File: src/hslrgb_pkg.sv
// Shared constants and types for the HSL to RGB converter.
// Used by hsl_to_rgb_converter, hslrgb_byte_scale and the testbench files; depends on nothing else.
package hslrgb_pkg;

  localparam int unsigned HueW   = 9;
  localparam int unsigned PctW   = 7;
  localparam int unsigned ByteW  = 8;
  localparam int unsigned ChromaW = 14;  // chroma in 1/10000 units, 0..10000
  localparam int unsigned FixW   = 20;   // components in 1/600000 units, 0..600000
  localparam int unsigned ScaledW = 25;  // 51 * v + 60000, below 2^25
  localparam int unsigned QuotW  = 19;   // scaled value divided by 64
  localparam int unsigned ProdW  = 33;

  localparam logic [HueW-1:0] HueFull   = 9'd360;
  localparam logic [HueW-1:0] SectorDeg = 9'd60;
  localparam logic [PctW-1:0] PctMax    = 7'd100;

  localparam logic [FixW-1:0] SectorScale = 20'd60;
  localparam logic [FixW-1:0] LightScale  = 20'd6000;
  localparam logic [FixW-1:0] HalfChroma  = 20'd30;
  localparam logic [FixW-1:0] UnitFull    = 20'd600000;

  // byte = floor((255 v + 300000) / 600000) = floor(floor((51 v + 60000) / 64) / 1875)
  localparam logic [ScaledW-1:0] ScaleMul   = 25'd51;
  localparam logic [ScaledW-1:0] RoundBias  = 25'd60000;
  localparam int unsigned        PreShift   = 6;
  localparam logic [QuotW-1:0]   DivRest    = 19'd1875;
  localparam logic [ProdW-1:0]   RecipK     = 33'd8947;  // floor(2^24 / 1875)
  localparam int unsigned        RecipShift = 24;

  typedef enum logic [2:0] {
    SEC_RY = 3'd0,
    SEC_YG = 3'd1,
    SEC_GC = 3'd2,
    SEC_CB = 3'd3,
    SEC_BM = 3'd4,
    SEC_MR = 3'd5
  } sector_e;

  // Load enables for the three stages of the byte scaler.
  typedef struct packed {
    logic scale;
    logic est;
    logic fix;
  } scale_en_t;

endpackage

File: src/hsl_to_rgb_converter.sv
// HSL to RGB converter: hue in degrees, saturation and lightness in percent to 8-bit RGB.
// Throughput: one transaction per cycle while out_stall_i is low; each of the seven register
// stages holds its item under stall and empty stages fill, so no bubble is needed.
// Reset (rst_ni low, asynchronous) clears all stage valid bits; data registers are not reset.
// Depends on hslrgb_pkg and hslrgb_byte_scale.
module hsl_to_rgb_converter import hslrgb_pkg::*; (
  input  logic             clk_i,
  input  logic             rst_ni,
  input  logic             in_valid_i,
  output logic             in_stall_o,
  input  logic [HueW-1:0]  hue_degrees_i,
  input  logic [PctW-1:0]  saturation_pct_i,
  input  logic [PctW-1:0]  lightness_pct_i,
  output logic             out_valid_o,
  input  logic             out_stall_i,
  output logic [ByteW-1:0] red_o,
  output logic [ByteW-1:0] green_o,
  output logic [ByteW-1:0] blue_o
);

  localparam int unsigned NumStages = 7;

  logic [NumStages:1] valid_q;
  logic [NumStages:1] adv;

  // A stage loads when it is empty or its contents move on.
  always_comb begin
    adv[NumStages] = !valid_q[NumStages] || !out_stall_i;
    for (int k = NumStages - 1; k >= 1; k--) begin
      adv[k] = !valid_q[k] || adv[k+1];
    end
  end

  always_ff @(posedge clk_i or negedge rst_ni) begin
    if (!rst_ni) begin
      valid_q <= '0;
    end else begin
      if (adv[1]) begin
        valid_q[1] <= in_valid_i;
      end
      for (int k = 2; k <= NumStages; k++) begin
        if (adv[k]) begin
          valid_q[k] <= valid_q[k-1];
        end
      end
    end
  end

  assign in_stall_o  = !adv[1];
  assign out_valid_o = valid_q[NumStages];

  // Stage 1: clamp, hue sector, distance from the sector edge, lightness fold.
  logic [HueW-1:0] hue_r;
  logic [HueW-1:0] hue_p;
  logic [HueW-1:0] hue_d;
  logic [PctW-1:0] sat_c;
  logic [PctW-1:0] lit_c;
  logic [ByteW-1:0] lit2;
  logic [ByteW-1:0] lit_dev;
  sector_e          sector_d;

  always_comb begin
    hue_r = (hue_degrees_i >= HueFull) ? hue_degrees_i - HueFull : hue_degrees_i;
    priority if (hue_r < SectorDeg)        sector_d = SEC_RY;
    else if (hue_r < 9'd2 * SectorDeg)     sector_d = SEC_YG;
    else if (hue_r < 9'd3 * SectorDeg)     sector_d = SEC_GC;
    else if (hue_r < 9'd4 * SectorDeg)     sector_d = SEC_CB;
    else if (hue_r < 9'd5 * SectorDeg)     sector_d = SEC_BM;
    else                                   sector_d = SEC_MR;
    priority if (hue_r < 9'd2 * SectorDeg) hue_p = hue_r;
    else if (hue_r < 9'd4 * SectorDeg)     hue_p = hue_r - 9'd2 * SectorDeg;
    else                                   hue_p = hue_r - 9'd4 * SectorDeg;
    hue_d = (hue_p >= SectorDeg) ? hue_p - SectorDeg : SectorDeg - hue_p;
    sat_c = (saturation_pct_i > PctMax) ? PctMax : saturation_pct_i;
    lit_c = (lightness_pct_i > PctMax) ? PctMax : lightness_pct_i;
    lit2  = {lit_c, 1'b0};
    lit_dev = (lit2 >= ByteW'(PctMax)) ? lit2 - ByteW'(PctMax) : ByteW'(PctMax) - lit2;
  end

  sector_e          sector_q1;
  logic [5:0]       wgt_q1;
  logic [PctW-1:0]  span_q1;
  logic [PctW-1:0]  sat_q1;
  logic [PctW-1:0]  lit_q1;

  always_ff @(posedge clk_i) begin
    if (adv[1]) begin
      sector_q1 <= sector_d;
      wgt_q1    <= 6'(SectorDeg - hue_d);
      span_q1   <= 7'(ByteW'(PctMax) - lit_dev);
      sat_q1    <= sat_c;
      lit_q1    <= lit_c;
    end
  end

  // Stage 2: chroma.
  sector_e             sector_q2;
  logic [5:0]          wgt_q2;
  logic [ChromaW-1:0]  chroma_q2;
  logic [PctW-1:0]     lit_q2;

  always_ff @(posedge clk_i) begin
    if (adv[2]) begin
      sector_q2 <= sector_q1;
      wgt_q2    <= wgt_q1;
      chroma_q2 <= ChromaW'(span_q1) * ChromaW'(sat_q1);
      lit_q2    <= lit_q1;
    end
  end

  // Stage 3: primary, secondary and offset components.
  sector_e          sector_q3;
  logic [FixW-1:0]  cf_q3;
  logic [FixW-1:0]  xf_q3;
  logic [FixW-1:0]  mf_q3;

  always_ff @(posedge clk_i) begin
    if (adv[3]) begin
      sector_q3 <= sector_q2;
      cf_q3     <= FixW'(chroma_q2) * SectorScale;
      xf_q3     <= FixW'(chroma_q2) * FixW'(wgt_q2);
      mf_q3     <= FixW'(lit_q2) * LightScale - FixW'(chroma_q2) * HalfChroma;
    end
  end

  // Stage 4: route components to channels and add the offset.
  logic [FixW-1:0] red_c;
  logic [FixW-1:0] grn_c;
  logic [FixW-1:0] blu_c;
  logic [FixW-1:0] sum_q4 [3];

  always_comb begin
    unique case (sector_q3)
      SEC_RY:  begin red_c = cf_q3; grn_c = xf_q3; blu_c = '0;    end
      SEC_YG:  begin red_c = xf_q3; grn_c = cf_q3; blu_c = '0;    end
      SEC_GC:  begin red_c = '0;    grn_c = cf_q3; blu_c = xf_q3; end
      SEC_CB:  begin red_c = '0;    grn_c = xf_q3; blu_c = cf_q3; end
      SEC_BM:  begin red_c = xf_q3; grn_c = '0;    blu_c = cf_q3; end
      default: begin red_c = cf_q3; grn_c = '0;    blu_c = xf_q3; end
    endcase
  end

  always_ff @(posedge clk_i) begin
    if (adv[4]) begin
      sum_q4[0] <= red_c + mf_q3;
      sum_q4[1] <= grn_c + mf_q3;
      sum_q4[2] <= blu_c + mf_q3;
    end
  end

  // Stages 5 to 7: rounding and scaling to bytes, one lane per channel.
  scale_en_t        scale_en;
  logic [ByteW-1:0] byte_c [3];

  assign scale_en = '{scale: adv[5], est: adv[6], fix: adv[7]};

  for (genvar ch = 0; ch < 3; ch++) begin : g_lane
    hslrgb_byte_scale u_scale (
      .clk_i  (clk_i),
      .en_i   (scale_en),
      .sum_i  (sum_q4[ch]),
      .byte_o (byte_c[ch])
    );
  end

  assign red_o   = byte_c[0];
  assign green_o = byte_c[1];
  assign blue_o  = byte_c[2];

  a_stall_only_when_full: assert property (@(posedge clk_i) disable iff (!rst_ni)
    in_stall_o |-> (&valid_q))
    else $error("input stalled while a pipeline stage is empty");

  a_no_stall_without_backpressure: assert property (@(posedge clk_i) disable iff (!rst_ni)
    !out_stall_i |-> !in_stall_o)
    else $error("input stalled although the output is not stalled");

  a_chroma_range: assert property (@(posedge clk_i) disable iff (!rst_ni)
    valid_q[2] |-> (chroma_q2 <= ChromaW'(10000)))
    else $error("chroma exceeds full scale");

  a_sum_range: assert property (@(posedge clk_i) disable iff (!rst_ni)
    valid_q[4] |-> (sum_q4[0] <= UnitFull && sum_q4[1] <= UnitFull && sum_q4[2] <= UnitFull))
    else $error("channel sum exceeds full scale");

endmodule

File: src/hslrgb_byte_scale.sv
// Turns one channel value in 1/600000 units into a rounded byte.
// Three register stages: scale, reciprocal estimate, remainder correction. Uses hslrgb_pkg.
module hslrgb_byte_scale import hslrgb_pkg::*; (
  input  logic             clk_i,
  input  scale_en_t        en_i,
  input  logic [FixW-1:0]  sum_i,
  output logic [ByteW-1:0] byte_o
);

  logic [ScaledW-1:0] scaled;
  logic [QuotW-1:0]   t_q;
  logic [QuotW-1:0]   t2_q;
  logic [ByteW-1:0]   est_q;
  logic [ByteW-1:0]   byte_q;
  logic [ProdW-1:0]   prod;
  logic [QuotW-1:0]   rem;

  assign scaled = ScaledW'(sum_i) * ScaleMul + RoundBias;

  // The estimate is low by at most one, so one compare fixes it.
  assign prod = ProdW'(t_q) * RecipK;
  assign rem  = t2_q - QuotW'(est_q) * DivRest;

  always_ff @(posedge clk_i) begin
    if (en_i.scale) begin
      t_q <= scaled[ScaledW-1:PreShift];
    end
    if (en_i.est) begin
      t2_q  <= t_q;
      est_q <= prod[RecipShift+ByteW-1:RecipShift];
    end
    if (en_i.fix) begin
      byte_q <= est_q + ByteW'(rem >= DivRest);
    end
  end

  assign byte_o = byte_q;

endmodule

File: config.mk
export PLATFORM = sky130hd
export DESIGN_NAME = hsl_to_rgb_converter
export DESIGN_NICKNAME = d
export VERILOG_FILES = /design/src/hslrgb_pkg.sv /design/src/hsl_to_rgb_converter.sv /design/src/hslrgb_byte_scale.sv
export SDC_FILE = /design/constraint.sdc
export NUM_CORES = 2
export LEC_CHECK = 0
export ABC_AREA = 1
export BUFFER_PORTS_ARGS = -buffer_cell sky130_fd_sc_hd__buf_2
export CORE_UTILIZATION = 30
export DETAILED_ROUTE_END_ITERATION = 7
export PLACE_DENSITY = 0.52
export SETUP_SLACK_MARGIN = 0.2
export SYNTH_ARGS = -nofsm -noshare
export SYNTH_HDL_FRONTEND = slang
export SYNTH_HIERARCHICAL = 1
export SYNTH_SLANG_ARGS = --single-unit
export TNS_END_PERCENT = 5
File: constraint.sdc
create_clock -name clk_i -period 16.1 [get_ports clk_i]
set_clock_uncertainty 0.2 [all_clocks]
set_input_delay 3.22 -clock clk_i [delete_from_list [all_inputs] [get_ports clk_i]]
set_output_delay 3.22 -clock clk_i [all_outputs]
set_load 0.02 [all_outputs]
==> results by group <==
Synth
  • Synth Flop Type: edfxtp_1
  • Ys async rst share: 2.06%
  • Area of the mapped netlist: between 50000 and 60000 um2
  • Sequential-to-total area share from yosys stat: between 10% and 20%
  • FF+latch count, synth: roughly 340
  • Number of flops mapped to enable cells by yosys: between 300 and 400
  • Mapped Avg Cell Area: 8.84 um2
  • Synth Warn #: 6
  • Distinct cells, synth: between 60 and 70
  • Post-Syn Instances: ~6000

GRT
  • Remaining Overflow, GRT: 0
  • Vias in the first global route: 39555
  • GR Util All Layers: 13.1%
  • Largest net degree at the start of global routing: 60
  • First-pass GRT wire length: ~190000 um
  • Initial antenna violation count: 1

Final layout
  • Nets@finish: 7718
  • Share of layout cells above drive strength 1: under 10%
  • Layout area overhead: 8.96%
  • ANT cells: 0
  • Fin cells: approximately 8500

Placement
  • PortBufs: 52
  • DP HPWL: approximately 99000 um
  • GP Congestion: slightly below 0.9
  • Placed Cells incl. Taps: 8411

STA
  • RSZ-0062 raised after global routing: false
  • Fin crit share: between 60% and 70%
  • Final Hold Fails: 0
  • Worst slew pin tran: ~1.1 ns
  • Max Clock Freq: between 80 and 90 MHz
  • Final Max Tran Viols: 0
  • Sum Neg Setup Slack: 0 ns
  • Final count of negative-setup-slack endpoints: 0
  • Post-route minimum period: around 11 ns
  • Slew headroom: slightly below 30%

Status
  • Status: finished with violations
  • Failing checks: design-rule violations

Clocking
  • CTS clk-pin slew, worst paths: ~0.060 ns
  • Root buf cell: clkbuf_16
  • CTS hold repair buffers: 0
  • Post-CTS setup buffers: 0
  • Sink Count: between 300 and 400
  • CTS buffer count: 45
  • H-tree depth: 2
  • Max Root-Sink Buffers: 3
  • Clk_lat worst skew: ~0.63 ns
  • Resized cells post-CTS: 0
  • TritonCTS clock tree: done

Critical path
  • CP Launch Type: input pin
  • Worst path required time: between 10 and 15 ns
  • Critical path class: in -> out
  • Worst setup EP type: primary output
  • Crit-path max FO: between 50 and 60
  • CP arrival: approximately 7.8 ns

Run
  • Max Cap Viol: 0

Routing
  • DR vias: about 38000
  • Drt wl/cell: ~14 um
  • Routed Antenna Nets: 0
  • Avg Vias per Cell: ~4.5
  • Final wirelength: 115000 um
  • 1st-pass router iterations: 8
  • Number of remaining DRC errors: 12
  • DRT iter0 DRCs: about 1300

Die
  • Die W: between 400 and 500 um
  • Die H: roughly 420 um
  • Die area: approximately 180000 um2
  • I/O pins: 53
  • Initial core utilization: 30.2%
  • Row count: between 150 and 200
  • CORE AREA: ~180000 um2

Worst hold path
  • Min-delay worst type: reg -> reg
-- cells in the mapped netlist, types with 11 or more instances --
cell | number | area [um2]
inv_1 | 1498 | 5620
ha_1 | 989 | 12400
nand2_1 | 974 | 3660
fa_1 | 584 | 11700
edfxtp_1 | 332 | 9970
nor2_1 | 300 | 1130
a21oi_1 | 290 | 1450
xor2_1 | 180 | 1580
nand3_1 | 173 | 866
o21ai_0 | 123 | 616
nand4_1 | 60 | 375
xnor2_1 | 60 | 526
o22ai_1 | 51 | 319
nor3_1 | 47 | 235
nand2_2 | 43 | 269
a21o_1 | 40 | 300
o21bai_1 | 39 | 293
a31oi_1 | 23 | 144
clkbuf_1 | 17 | 63.8
nand3b_1 | 17 | 128
o211ai_1 | 16 | 120
nand3_2 | 14 | 140
o21ai_1 | 11 | 55.1
-- placed cells by master, fill, tap and decap left out, types with 40 or more instances in the layout --
| cell type | n |
|---|---|
| xor2_1 | 180 |
| buf_2 | 52 |
| a21o_1 | 40 |
| ha_1 | 989 |
| nand3_1 | 173 |
| o22ai_1 | 51 |
| clkbuf_16 | 46 |
| nand4_1 | 60 |
| nor2_1 | 300 |
| o21ai_0 | 123 |
| nand2_2 | 44 |
| edfxtp_1 | 332 |
| nand2_1 | 973 |
| nor3_1 | 47 |
| inv_1 | 1494 |
| a21oi_1 | 290 |
| xnor2_1 | 60 |
| fa_1 | 584 |
-- final timing paths --
path | cells past startpoint | end | slack, ns | start
worst min-delay path | 0 | wgt_q2[5] | 0.22 | wgt_q1[5]
min in group asynchronous | 1 | valid_q[5] | 2.32 | rst_ni
worst max register to register | 25 | mf_q3[19] | 9.85 | lit_q2[6]
max in group asynchronous | 1 | valid_q[4] | 13.08 | rst_ni
worst max-delay path | 18 | in_stall_o | 4.92 | out_stall_i
worst min register to register | 0 | wgt_q2[5] | 0.22 | wgt_q1[5]
-- layout make-up --
| class | instances | area [um2] |
|---|---|---|
| tap | 2340 | 2930 |
| fill | 18446 | 118000 |
| multi-input combinational | 4165 | 37400 |
| clock inverter | 31 | 424 |
| sequential | 339 | 10100 |
| timing repair buffer | 59 | 313 |
| inverter | 1508 | 5660 |
| clock buffer | 53 | 1190 |
-- critical path: stages --
cell and delay (ns):
buf_2 0.14, nand2_2 0.65, nor2_1 0.13, clkinv_2 0.40
nor2_1 0.10, inv_2 0.06, buf_4 0.59, nor2_1 0.11
inv_2 0.07, buf_4 0.56, nor2_1 0.11, inv_2 0.07
buf_4 0.57, nor2_1 0.15, inv_1 0.09, buf_4 0.34
nor2_1 0.16, buf_2 0.19
-- routing by layer --
| layer | up-vias | global-route usage [%] | part of all wire, % |
|---|---|---|---|
| li1 | 19353 | - | - |
| met1 | 17934 | 17.0 | 47 |
| met2 | 373 | 22.9 | 48 |
| met3 | 168 | 1.22 | 2.1 |
| met4 | 0 | 4.14 | 3.2 |
| met5 | - | 0 | 0 |
-- logic make-up (layout without fill, tap and decap cells) --
logic type               count (synthesis)  after routing  share of synthesized area [%]
XOR/XNOR                               241            241                           3.98
other                                    1              9                        0.00704
adder cells (fa/ha/maj)               1573           1573                           45.2
flip-flops                             339            339                           19.0
AO/OA/AOI/OAI                          662            662                           7.35
buffers and inverters                 1530           1651                           10.8
AND/OR/NAND/NOR                       1680           1680                           13.6
-- sequential cells by signal, summed over array words and instances, names as in the netlist --
| name | count |
|---|---|
| sum_q4 | 57 |
| sector_q2 | 3 |
| sector_q3 | 3 |
| g_lane.u_scale/est_q | 24 |
| sat_q1 | 7 |
| wgt_q2 | 6 |
| g_lane.u_scale/t2_q | 57 |
| wgt_q1 | 6 |
| lit_q2 | 7 |
| valid_q | 7 |
| xf_q3 | 19 |
| span_q1 | 5 |
| sector_q1 | 3 |
| g_lane.u_scale/t_q | 57 |
| cf_q3 | 17 |
| chroma_q2 | 13 |
| g_lane.u_scale/byte_o | 24 |
| mf_q3 | 17 |
| lit_q1 | 7 |
-- metrics by stage --
step	setup slack, ns	cell area, um2	util [%]	hold slack (ns)
after detailed placement	4.72	56500	32.0	0.205
after floorplan	2.36	53300	-	0.200
after global placement	4.63	56500	32.0	0.201
after global routing	4.23	58100	32.9	0.216
after CTS	4.71	58100	32.9	0.215
final	4.92	58100	32.9	0.216
Power is not shown: default switching activity piles up to over one toggle a cycle in this logic, so the estimate is an artifact.
